==> config.mk <==
export PLATFORM = sky130hd
export DESIGN_NAME = sorted_list_engine
export DESIGN_NICKNAME = d
export VERILOG_FILES = /design/src/sv/slist_pkg.sv /design/src/sv/slist_cell.sv /design/src/sv/slist_chain.sv /design/src/sv/sorted_list_engine.sv
export SDC_FILE = /design/constraint.sdc
export NUM_CORES = 2
export LEC_CHECK = 0
export ABC_CLOCK_PERIOD_IN_PS = 12200
export BUFFER_PORTS_ARGS = -buffer_cell sky130_fd_sc_hd__buf_4
export CAP_MARGIN = 20
export CORE_ASPECT_RATIO = 1.25
export CORE_MARGIN = 2
export CORE_UTILIZATION = 59
export DETAILED_ROUTE_END_ITERATION = 8
export PLACE_DENSITY = 0.82
export SLEW_MARGIN = 40
export SYNTH_ARGS = -nofsm -noshare
export SYNTH_HDL_FRONTEND = slang
export SYNTH_HIERARCHICAL = 1
export SYNTH_SLANG_ARGS = --single-unit
export TNS_END_PERCENT = 20
==> constraint.sdc <==
create_clock -name clock -period 12.2 [get_ports clock]
set_input_delay 3.66 -clock clock [delete_from_list [all_inputs] [get_ports clock]]
set_output_delay 3.66 -clock clock [all_outputs]
set_load 0.005 [all_outputs]
==> src/sv/slist_pkg.sv <==
// Types and constants of the sorted list engine.
package slist_pkg;
   localparam int CAPACITY   = 16;
   localparam int DATA_WIDTH = 32;
   localparam int CNT_W      = $clog2(CAPACITY + 1);
   localparam int IDX_W      = $clog2(CAPACITY);

   localparam logic [2:0] OP_INSERT = 3'd0;
   localparam logic [2:0] OP_DELETE = 3'd1;
   localparam logic [2:0] OP_FIND   = 3'd2;
   localparam logic [2:0] OP_CLEAR  = 3'd3;
   localparam logic [2:0] OP_REWIND = 3'd4;
   localparam logic [2:0] OP_READ   = 3'd5;

   localparam logic [1:0] ST_OK          = 2'd0;
   localparam logic [1:0] ST_FULL        = 2'd1;
   localparam logic [1:0] ST_NOT_PRESENT = 2'd2;
   localparam logic [1:0] ST_PAST_END    = 2'd3;

   typedef struct packed {
      logic                  ins_go;
      logic                  del_go;
      logic [DATA_WIDTH-1:0] value;
   } cell_ctl_type;
endpackage

==> src/sv/slist_cell.sv <==
// One list cell: holds an entry, compares it to the operand, shifts with its neighbors.
module slist_cell import slist_pkg::*; (
   input  logic                  clock,
   input  cell_ctl_type          ctl,
   input  logic                  del_en,
   input  logic                  occ,
   input  logic                  prev_lt,
   input  logic [DATA_WIDTH-1:0] prev_entry,
   input  logic [DATA_WIDTH-1:0] next_entry,
   output logic                  lt,
   output logic                  hit,
   output logic [DATA_WIDTH-1:0] entry
);
   logic [DATA_WIDTH-1:0] entry_ff, entry_in;
   logic                  at_loc;

   assign lt     = occ & (entry_ff < ctl.value);
   assign at_loc = !lt & prev_lt;
   assign hit    = occ & at_loc & (entry_ff == ctl.value);
   assign entry  = entry_ff;

   always_comb begin
      entry_in = entry_ff;
      priority if (ctl.ins_go && !lt) begin
         entry_in = at_loc ? ctl.value : prev_entry;
      end else if (del_en && !lt) begin
         entry_in = next_entry;
      end else begin
         entry_in = entry_ff;
      end
   end

   always_ff @(posedge clock) begin
      entry_ff <= entry_in;
   end
endmodule

==> src/sv/slist_chain.sv <==
// Row of list cells with hit reduction and cursor read port.
module slist_chain import slist_pkg::*; (
   input  logic                  clock,
   input  cell_ctl_type          ctl,
   input  logic [CNT_W-1:0]      count,
   input  logic [IDX_W-1:0]      rd_idx,
   output logic                  found,
   output logic [DATA_WIDTH-1:0] rd_data
);
   logic [CAPACITY-1:0]   lt, hit, occ;
   logic [DATA_WIDTH-1:0] entry [CAPACITY];
   logic                  del_en;

   // delete shifts only when some cell holds an equal entry
   assign del_en = ctl.del_go & found;

   for (genvar i = 0; i < CAPACITY; i++) begin : g_cell
      logic                  p_lt;
      logic [DATA_WIDTH-1:0] p_entry, n_entry;

      assign occ[i] = CNT_W'(i) < count;

      if (i == 0) begin : g_head
         assign p_lt    = 1'b1;
         assign p_entry = entry[i];
      end else begin : g_body
         assign p_lt    = lt[i-1];
         assign p_entry = entry[i-1];
      end

      if (i == CAPACITY - 1) begin : g_tail
         assign n_entry = entry[i];
      end else begin : g_mid
         assign n_entry = entry[i+1];
      end

      slist_cell u_cell (
         .clock      (clock),
         .ctl        (ctl),
         .del_en     (del_en),
         .occ        (occ[i]),
         .prev_lt    (p_lt),
         .prev_entry (p_entry),
         .next_entry (n_entry),
         .lt         (lt[i]),
         .hit        (hit[i]),
         .entry      (entry[i])
      );
   end

   assign found   = |hit;
   assign rd_data = entry[rd_idx];
endmodule

==> src/sv/sorted_list_engine.sv <==
// Sorted list engine top level: command decode, count, cursor and result word register.
// A result word is registered and valid in the cycle after its request word is accepted.
// Throughput: one request word per cycle unless stalled; the cell chain compares and shifts.
// Reset clears the count, the read cursor and the result valid flag.
// Entry storage is not cleared; only entries below the count are ever read.
module sorted_list_engine import slist_pkg::*; (
   input  logic        clock,
   input  logic        reset,
   input  logic        req_valid,
   output logic        req_stall,
   input  logic [2:0]  req_op,
   input  logic [31:0] req_value,
   output logic        rsp_valid,
   input  logic        rsp_stall,
   output logic        rsp_found,
   output logic [31:0] rsp_item_out,
   output logic [4:0]  rsp_count,
   output logic        rsp_full_res,
   output logic [1:0]  rsp_status
);
   logic                  accept;
   logic [DATA_WIDTH-1:0] value;
   logic                  found, rd_ok, not_full;
   logic [DATA_WIDTH-1:0] rd_data;
   cell_ctl_type          ctl;

   logic [CNT_W-1:0] count_ff, count_in;
   logic [CNT_W-1:0] cursor_ff, cursor_in;
   logic             rsp_valid_ff, rsp_valid_in;
   logic             found_ff, found_in;
   logic [31:0]      item_ff, item_in;
   logic [1:0]       status_ff, status_in;

   assign req_stall = rsp_valid_ff & rsp_stall;
   assign accept    = req_valid & !req_stall;
   assign value     = req_value[DATA_WIDTH-1:0];
   assign not_full  = count_ff < CNT_W'(CAPACITY);
   assign rd_ok     = cursor_ff < count_ff;

   assign ctl.value  = value;
   assign ctl.ins_go = accept & (req_op == OP_INSERT) & not_full;
   assign ctl.del_go = accept & (req_op == OP_DELETE);

   slist_chain u_chain (
      .clock   (clock),
      .ctl     (ctl),
      .count   (count_ff),
      .rd_idx  (cursor_ff[IDX_W-1:0]),
      .found   (found),
      .rd_data (rd_data)
   );

   always_comb begin
      count_in  = count_ff;
      cursor_in = cursor_ff;
      found_in  = 1'b0;
      item_in   = '0;
      status_in = ST_OK;
      unique case (req_op)
         OP_INSERT: begin
            if (not_full) count_in = count_ff + CNT_W'(1);
            else status_in = ST_FULL;
         end
         OP_DELETE: begin
            found_in = found;
            if (found) count_in = count_ff - CNT_W'(1);
            else status_in = ST_NOT_PRESENT;
         end
         OP_FIND: begin
            found_in = found;
            if (!found) status_in = ST_NOT_PRESENT;
         end
         OP_CLEAR:  count_in = '0;
         OP_REWIND: cursor_in = '0;
         OP_READ: begin
            if (rd_ok) begin
               item_in   = 32'(rd_data);
               cursor_in = cursor_ff + CNT_W'(1);
            end else begin
               status_in = ST_PAST_END;
            end
         end
         default: ;
      endcase
   end

   assign rsp_valid_in = accept | (rsp_valid_ff & rsp_stall);

   always_ff @(posedge clock) begin
      if (reset) begin
         count_ff     <= '0;
         cursor_ff    <= '0;
         rsp_valid_ff <= 1'b0;
      end else begin
         rsp_valid_ff <= rsp_valid_in;
         if (accept) begin
            count_ff  <= count_in;
            cursor_ff <= cursor_in;
         end
      end
   end

   always_ff @(posedge clock) begin
      if (accept) begin
         found_ff  <= found_in;
         item_ff   <= item_in;
         status_ff <= status_in;
      end
   end

   assign rsp_valid    = rsp_valid_ff;
   assign rsp_found    = found_ff;
   assign rsp_item_out = item_ff;
   assign rsp_count    = count_ff;
   assign rsp_full_res = count_ff == CNT_W'(CAPACITY);
   assign rsp_status   = status_ff;
endmodule

# ---- Word-level counts from Yosys, hierarchy flattened
# Index checks and enable logic that the tools add are counted.
dict set report word_totals {
  register_bits 558
  in_bits 39
  output_inout_bits 43
  word_cells 287
}
dict set report classes {
  add_sub_neg 3
  magnitude_cmp 35
  eq_ne 26
  n_mux 58
  bitwise 71
  reduce_logical 72
}
# operator n
set op_table {}
lappend op_table {{$mux 32} 48}
lappend op_table {{$eq 32x32->1} 16}
lappend op_table {{$lt 32x32->1} 16}
lappend op_table {{$bmux 32 s4} 1}
lappend op_table {{$and 1x1->1} 69}
lappend op_table {{$lt 4x5->1 const A} 8}
lappend op_table {{$reduce_bool 2->1} 16}
lappend op_table {{$logic_and 1x1->1} 31}
lappend op_table {{$lt 3x5->1 const A} 4}
lappend op_table {{$logic_not 1->1} 17}
lappend op_table {{$reduce_or 16->1} 1}
lappend op_table {{$mux 5} 3}
lappend op_table {{$pmux 5 s3} 1}
lappend op_table {{$add 5x1->5 const B} 2}
lappend op_table {{$lt 1x5->1 const A} 2}
lappend op_table {{$lt 2x5->1 const A} 2}
lappend op_table {{$pmux 5 s2} 1}
lappend op_table {{$eq 3x2->1 const B} 2}
lappend op_table {{$eq 3x3->1 const B} 2}
lappend op_table {{$ne 2x2->1 const B} 3}
lappend op_table {{$pmux 2 s3} 1}
lappend op_table {{$eq 5x5->1 const B} 1}
lappend op_table {{$ge 5x5->1 const B} 1}
lappend op_table {{$lt 5x5->1} 1}
lappend op_table {{14 further kinds} 16}

# ---- Depth between registers and ports, before layout
dict set report depth {
  depth_word 11
  ltp_mapped 20
  depth_no_buf 18
}

# ---- By module
# Netlist, hierarchy kept.
# module n_inst cells_each area_each_um2 seq_area_each_um2
set modules_own_cells {}
lappend modules_own_cells {slist_cell 16 226 2707.6 960.9}
lappend modules_own_cells {slist_chain 1 306 3905.0 0.0}
lappend modules_own_cells {sorted_list_engine 1 184 2172.1 1271.2}

# ---- Worst setup path after synthesis
# Ideal clock, no wire load.
dict set report synth_path {
  path_type {input -> register}
  start {in req_op[2]}
  end {reg u_chain.g_cell[15].u_cell.entry_ff[0] (enable)}
  setup_ns 0.421
  arrival_time_ns 11.279
  required_ns 11.779
  setup_slack_ns 0.500
  cell_stages 5
  path_buffers 1
  path_cell_list {buf_2 > nor2_1 > nor4b_1 > nor2_1 > nor2_1}
}
# item line
set synth_lines {}
lappend synth_lines {{from (decl)} sorted_list_engine.sv:11} ;# input logic [2:0] req_op,
lappend synth_lines {{to (signal assigned)} slist_cell.sv:34} ;# entry_ff <= entry_in;
lappend synth_lines {{to (decl)} slist_cell.sv:14} ;# logic [DATA_WIDTH-1:0] entry_ff, entry_in;

# ---- Worst setup path in the final report
dict set report layout_path {
  start {in req_value[30]}
  end {reg u_chain.g_cell[7].u_cell.entry_ff[20] (enable)}
}
dict set report layout_via {
  elab_cells_between_ends 116
  classes_between {order compare (16); eq/ne (16); bitwise (64); reduce/logical (20)}
}
# item line
set layout_lines {}
lappend layout_lines {{from (decl)} sorted_list_engine.sv:12} ;# input logic [31:0] req_value,
lappend layout_lines {{$lt 32x32->1} slist_cell.sv:17} ;# assign lt = occ & (entry_ff < ctl.value);
lappend layout_lines {{$and 1x1->1} slist_cell.sv:17}
lappend layout_lines {{via u_chain.g_cell[9].p_lt} slist_chain.sv:18} ;# logic p_lt;
lappend layout_lines {{$and 1x1->1} slist_cell.sv:18} ;# assign at_loc = !lt & prev_lt;
lappend layout_lines {{$and 1x1->1 (2 in series)} slist_cell.sv:19} ;# assign hit = occ & at_loc & (entry_ff == ctl.value);
lappend layout_lines {{via u_chain.hit[9]} slist_chain.sv:10} ;# logic [CAPACITY-1:0] lt, hit, occ;
lappend layout_lines {{$reduce_or 16->1} slist_chain.sv:51} ;# assign found = |hit;
lappend layout_lines {{via found} sorted_list_engine.sv:23} ;# logic found, rd_ok, not_full;
lappend layout_lines {{$and 1x1->1} slist_chain.sv:15} ;# assign del_en = ctl.del_go & found;
lappend layout_lines {{via u_chain.del_en} slist_chain.sv:12} ;# logic del_en;
lappend layout_lines {{$logic_and 1x1->1} slist_cell.sv:26} ;# end else if (del_en && !lt) begin
lappend layout_lines {{$reduce_bool 2->1 (no line)} --}
lappend layout_lines {{to (signal assigned)} slist_cell.sv:34}
lappend layout_lines {{to (decl)} slist_cell.sv:14}
# The timed path passes the listed nets, and every way through them passes these cells.
# A chain may end at the register's enable or synchronous reset.

==> impl_results.md <==
- Outcome: finished, final reports clean
- Cell family contributing the most delay on the critical path: simple AND/OR/NAND/NOR gates
- Placed wire-length estimate: around 95000 um
- Drt pass-1 iters: 6
- Worst Path Buf+Inv: 4
- Comb power frac: 13.5%
- DRT antenna net count: 0
- Async set-or-reset flop fraction in the synthesized netlist: 0%
- Portion of the post-synthesis area used by sequential elements: approximately 34%
- P per Cell Area: slightly below 90 nW/um2
- Class of the worst hold path: reg -> reg
- Int Pwr: about 3.5 mW
- Critical Path Source: req_value[30]
- Transition at the pin with the smallest max-transition slack: approximately 0.8 ns
- Remaining Overflow, GRT: 0
- Unrepaired setup endpoints after global routing: no
- EDFF count, synth: between 500 and 600
- Met3 routing resource usage after global routing: under 10%
- Maximum root-to-sink buffer count: 3
- Shortest clock period the worst path allows after layout: 8.74 ns
- Max-slew violation total from the final report: 0
- Source-to-sink clock delay at the later pin of the worst-skew pair: about 0.67 ns
- Wire length of the first global-routing pass: slightly below 200000 um
- Row cnt: 118
- Final cycle utilization of the critical path: a little under three quarters
- Net count after synthesis: 4663
- Setup TNS: 0 ns
- Total of warnings raised by yosys: 6
- Most Crowded Layer GR: met2
- CTS Hold Bufs: 0
- Level count of the clock H-tree: 2
- Overall die height: roughly 330 um
- Portion of total power attributed to sequential cells: between 40% and 50%
- Startpoint Class: input port
- Hold slack: 0.497 ns
- Destination of the critical timing path: u_chain/g_cell[7].u_cell/entry[20]$_DFFE_PP_
- Power share of the clock group: roughly 40%
- TritonCTS Buffers: 61
- Class of the most critical setup path: in -> reg
- Cell count of the worst reg-to-reg path: 17
- Count of non-filler cells in the finished layout: between 5k and 6k
- RD Place Congestion: between 0.8 and 0.9
- Critical path data arrival time: approximately 9.2 ns
- Width of the chip: ~260 um
- Leading register cell type out of synthesis: sky130_fd_sc_hd__edfxtp_1
- Highest attainable clock frequency: 114 MHz
- Fraction of layout cells with a size suffix above 1: 37.3%
- Net switching power: between 1 and 1.5 mW
- Kind of end point of the critical path: register
- Largest net degree at the start of global routing: 67
- Clock tree root buffer cell: sky130_fd_sc_hd__clkbuf_16
- Area added between synthesis and finish: 8.19%
- Final setup fails: 0
- Final #Nets: around 4.7k
- Leakage power: between 20 and 25 nW
- Global-route usage over all layers: between 20% and 30%
- Crit Path Max Fanout: 35
- Detailed router's first-iteration violation count: about 3.4k
- Final Hold Viols: 0
- Synth Register Bits: between 500 and 600
- Capturing point of the worst reg2reg path: u_chain/g_cell[7].u_cell/entry[20]$_DFFE_PP_
- Delay of the slowest cell on the worst path: roughly 0.63 ns
- Number of placed cells counting well taps: ~5.2k
- Fraction of met1 tracks used by global routing: a little under two fifths
- Overall routed net length: around 130000 um
- Die area: 86100 um2
- Post-CTS setup buffer count: 0
- Internal reg-to-reg setup slack: between 6 and 7 ns
- Sequence of cells on the critical path: buf_4, inv_1, ha_1, nand4_2, nor4_2, nand3_1, a31oi_2, nor2_4, buf_4, nand4_1, nor2_1, nand2_1, nor3_1, nor4_1, nand4_1, and2_1, nor2_1, nor2_4, buf_16
- Launch instance of the worst register-to-register path: rsp_count[1]$_SDFFE_PP0P_
- Max-Cap Viols: 0
- Mean Syn Cell Area: 12.0 um2
- Vias per cell: 6.47
- Number of buffers inserted by port buffering: ~80
- Number of distinct library cells after synthesis: 67
- Met2 Track Usage GR: 50.2%
- Post-route clock skew: between 0.03 and 0.04 ns
- Resized Gates After CTS: 0
- Average wire per cell in the routed design: 24.2 um
- Filler cells: slightly below 6k
- Maximum resistive drop on vdd: 0.102 mV
- Cell with the biggest individual delay on the critical path: sky130_fd_sc_hd__nor4_1
- CTS tree: built
- Required time at the worst-slack endpoint: around 13 ns
- DRC violations left: 0
- Syn Inst Count: ~4.1k
- Initial cell density of the core: 59.6%
- Overall via count from detail_route: 34.2k
- Boundary Pins: 82
- Clock transition at path regs: ~0.06 ns
- Std-Cell Core Area: 82800 um2
- Switching power share of the total: about a quarter
- Vias in the first global route: about 35k
- Logic depth of the worst path, buffers included: 19
- Combined area of all synthesized cells: around 49000 um2
- Worst slew margin relative to its limit: a little under half
- Total clock sinks: ~560
- Number of antenna violations at the first check in global routing: 5
[cell usage after synthesis (6+ instances only)]
cell type	n	area [um2]
sky130_fd_sc_hd__nand4_1	65	407
sky130_fd_sc_hd__a22oi_1	80	601
sky130_fd_sc_hd__a31oi_2	16	200
sky130_fd_sc_hd__buf_6	48	541
sky130_fd_sc_hd__and2_1	13	81.3
sky130_fd_sc_hd__inv_1	552	2070
sky130_fd_sc_hd__ha_1	518	6480
sky130_fd_sc_hd__and2_2	22	165
sky130_fd_sc_hd__mux2_2	544	6130
sky130_fd_sc_hd__nor4_2	32	400
sky130_fd_sc_hd__clkbuf_1	88	330
sky130_fd_sc_hd__dfxtp_1	11	220
sky130_fd_sc_hd__a21o_2	16	140
sky130_fd_sc_hd__nor2_1	130	488
sky130_fd_sc_hd__edfxtp_1	547	16400
sky130_fd_sc_hd__o21ai_0	88	440
sky130_fd_sc_hd__nand2b_1	37	231
sky130_fd_sc_hd__and3_4	16	180
sky130_fd_sc_hd__nor4_1	6	37.5
sky130_fd_sc_hd__o211ai_1	18	135
sky130_fd_sc_hd__a221o_1	16	160
sky130_fd_sc_hd__a211oi_1	16	120
sky130_fd_sc_hd__o21ai_4	16	260
sky130_fd_sc_hd__mux2_4	480	7210
sky130_fd_sc_hd__nand3_1	34	170
sky130_fd_sc_hd__buf_2	11	55.1
sky130_fd_sc_hd__mux4_2	128	2880
sky130_fd_sc_hd__buf_1	9	33.8
sky130_fd_sc_hd__nor3_1	20	100
sky130_fd_sc_hd__nand2_1	225	845
sky130_fd_sc_hd__a21oi_1	213	1070
sky130_fd_sc_hd__nand4_2	16	200
sky130_fd_sc_hd__a21o_1	20	150
sky130_fd_sc_hd__buf_4	9	67.6
[layout by cell type, fill, tap and decap left out, types with 80 or more instances in the layout]
master	n
sky130_fd_sc_hd__a21oi_1	213
sky130_fd_sc_hd__a22oi_1	80
sky130_fd_sc_hd__buf_4	116
sky130_fd_sc_hd__edfxtp_1	547
sky130_fd_sc_hd__ha_1	518
sky130_fd_sc_hd__inv_1	551
sky130_fd_sc_hd__mux2_2	544
sky130_fd_sc_hd__mux2_4	480
sky130_fd_sc_hd__mux4_2	128
sky130_fd_sc_hd__nand2_1	225
sky130_fd_sc_hd__nor2_1	98
sky130_fd_sc_hd__o21ai_0	88
[worst reg2reg max path, stage by stage (launching register included)]
cell and delay (ns):
sky130_fd_sc_hd__dfxtp_1 0.79, sky130_fd_sc_hd__nor2_1 0.26, sky130_fd_sc_hd__o21bai_1 0.48, sky130_fd_sc_hd__nand2b_1 0.10
sky130_fd_sc_hd__a21oi_1 0.12, sky130_fd_sc_hd__o211ai_1 0.20, sky130_fd_sc_hd__nor2_4 0.53, sky130_fd_sc_hd__buf_8 0.28
sky130_fd_sc_hd__nand4_1 0.12, sky130_fd_sc_hd__nor2_1 0.12, sky130_fd_sc_hd__nand2_1 0.08, sky130_fd_sc_hd__nor3_1 0.25
sky130_fd_sc_hd__nor4_1 0.18, sky130_fd_sc_hd__nand4_1 0.35, sky130_fd_sc_hd__and2_1 0.72, sky130_fd_sc_hd__nor2_1 0.21
sky130_fd_sc_hd__nor2_4 0.51, sky130_fd_sc_hd__buf_16 0.23
[cell type report]
cell class                 count  area, um2  area share (%)
inverter                     552       2070            3.88
clock inverter                32        277           0.517
tap                         1080       1350            2.53
sequential                   558      16700            31.2
clock buffer                  83       1700            3.18
timing repair buffer         142       1470            2.75
multi-input combinational   2830      29900            56.0
antenna                        3       7.51          0.0140
[sequential cells by signal, indices dropped and copies added, names as in the netlist]
name / flops
u_chain/g_cell.u_cell/entry: 512
rsp_found: 1
rsp_valid: 1
rsp_status: 2
cursor_ff: 5
rsp_item_out: 32
rsp_count: 5
[through the flow]
stage / cell area, um2 / worst slack, ns / utilization, % / total power, mW
global route: 53400 / 3.38 / 64.5 / 4.83
floorplan: 49400 / 0.500 / - / 2.63
finish: 53400 / 3.46 / 64.5 / 4.69
global placement: 50900 / 2.95 / 61.4 / 2.78
detailed placement: 51400 / 3.15 / 62.1 / 2.82
CTS: 53400 / 3.76 / 64.5 / 4.69
[layer usage]
metal | wire (um) | vias up
met5 | 13 | -
met4 | 5160 | 2
met3 | 7980 | 278
met2 | 63200 | 1421
met1 | 51300 | 17119
li1 | - | 15354
[power groups by stage]
stage	logic (mW)	clock network (mW)	registers (mW)
after detailed placement	0.614	0	2.21
after global placement	0.575	0	2.21
after global routing	0.687	1.97	2.17
final	0.631	1.89	2.17
after CTS	0.621	1.90	2.17
after floorplan	0.431	0	2.20
[how the worst min path moves through the flow]
stage | from | slack (ns) | to | depth (start not counted)
floorplan | cursor_ff[4]$_SDFFE_PP0P_ | 0.46 | cursor_ff[4]$_SDFFE_PP0P_ | 2
global route | cursor_ff[4]$_SDFFE_PP0P_ | 0.55 | cursor_ff[4]$_SDFFE_PP0P_ | 2
CTS | cursor_ff[4]$_SDFFE_PP0P_ | 0.50 | cursor_ff[4]$_SDFFE_PP0P_ | 2
detailed placement | cursor_ff[4]$_SDFFE_PP0P_ | 0.49 | cursor_ff[4]$_SDFFE_PP0P_ | 2
global placement | cursor_ff[4]$_SDFFE_PP0P_ | 0.47 | cursor_ff[4]$_SDFFE_PP0P_ | 2
finish | cursor_ff[4]$_SDFFE_PP0P_ | 0.50 | cursor_ff[4]$_SDFFE_PP0P_ | 2
[cell families after synthesis]
family,share of synthesized area (%)
buf+inv,6.28
compound gates,7.00
other cells,0.00759
simple gates,7.01
mux,32.8
xor+xnor,0.0355
fa+ha+maj,13.1
flops,33.7
No activity file was read; power rests on OpenSTA's default activity.
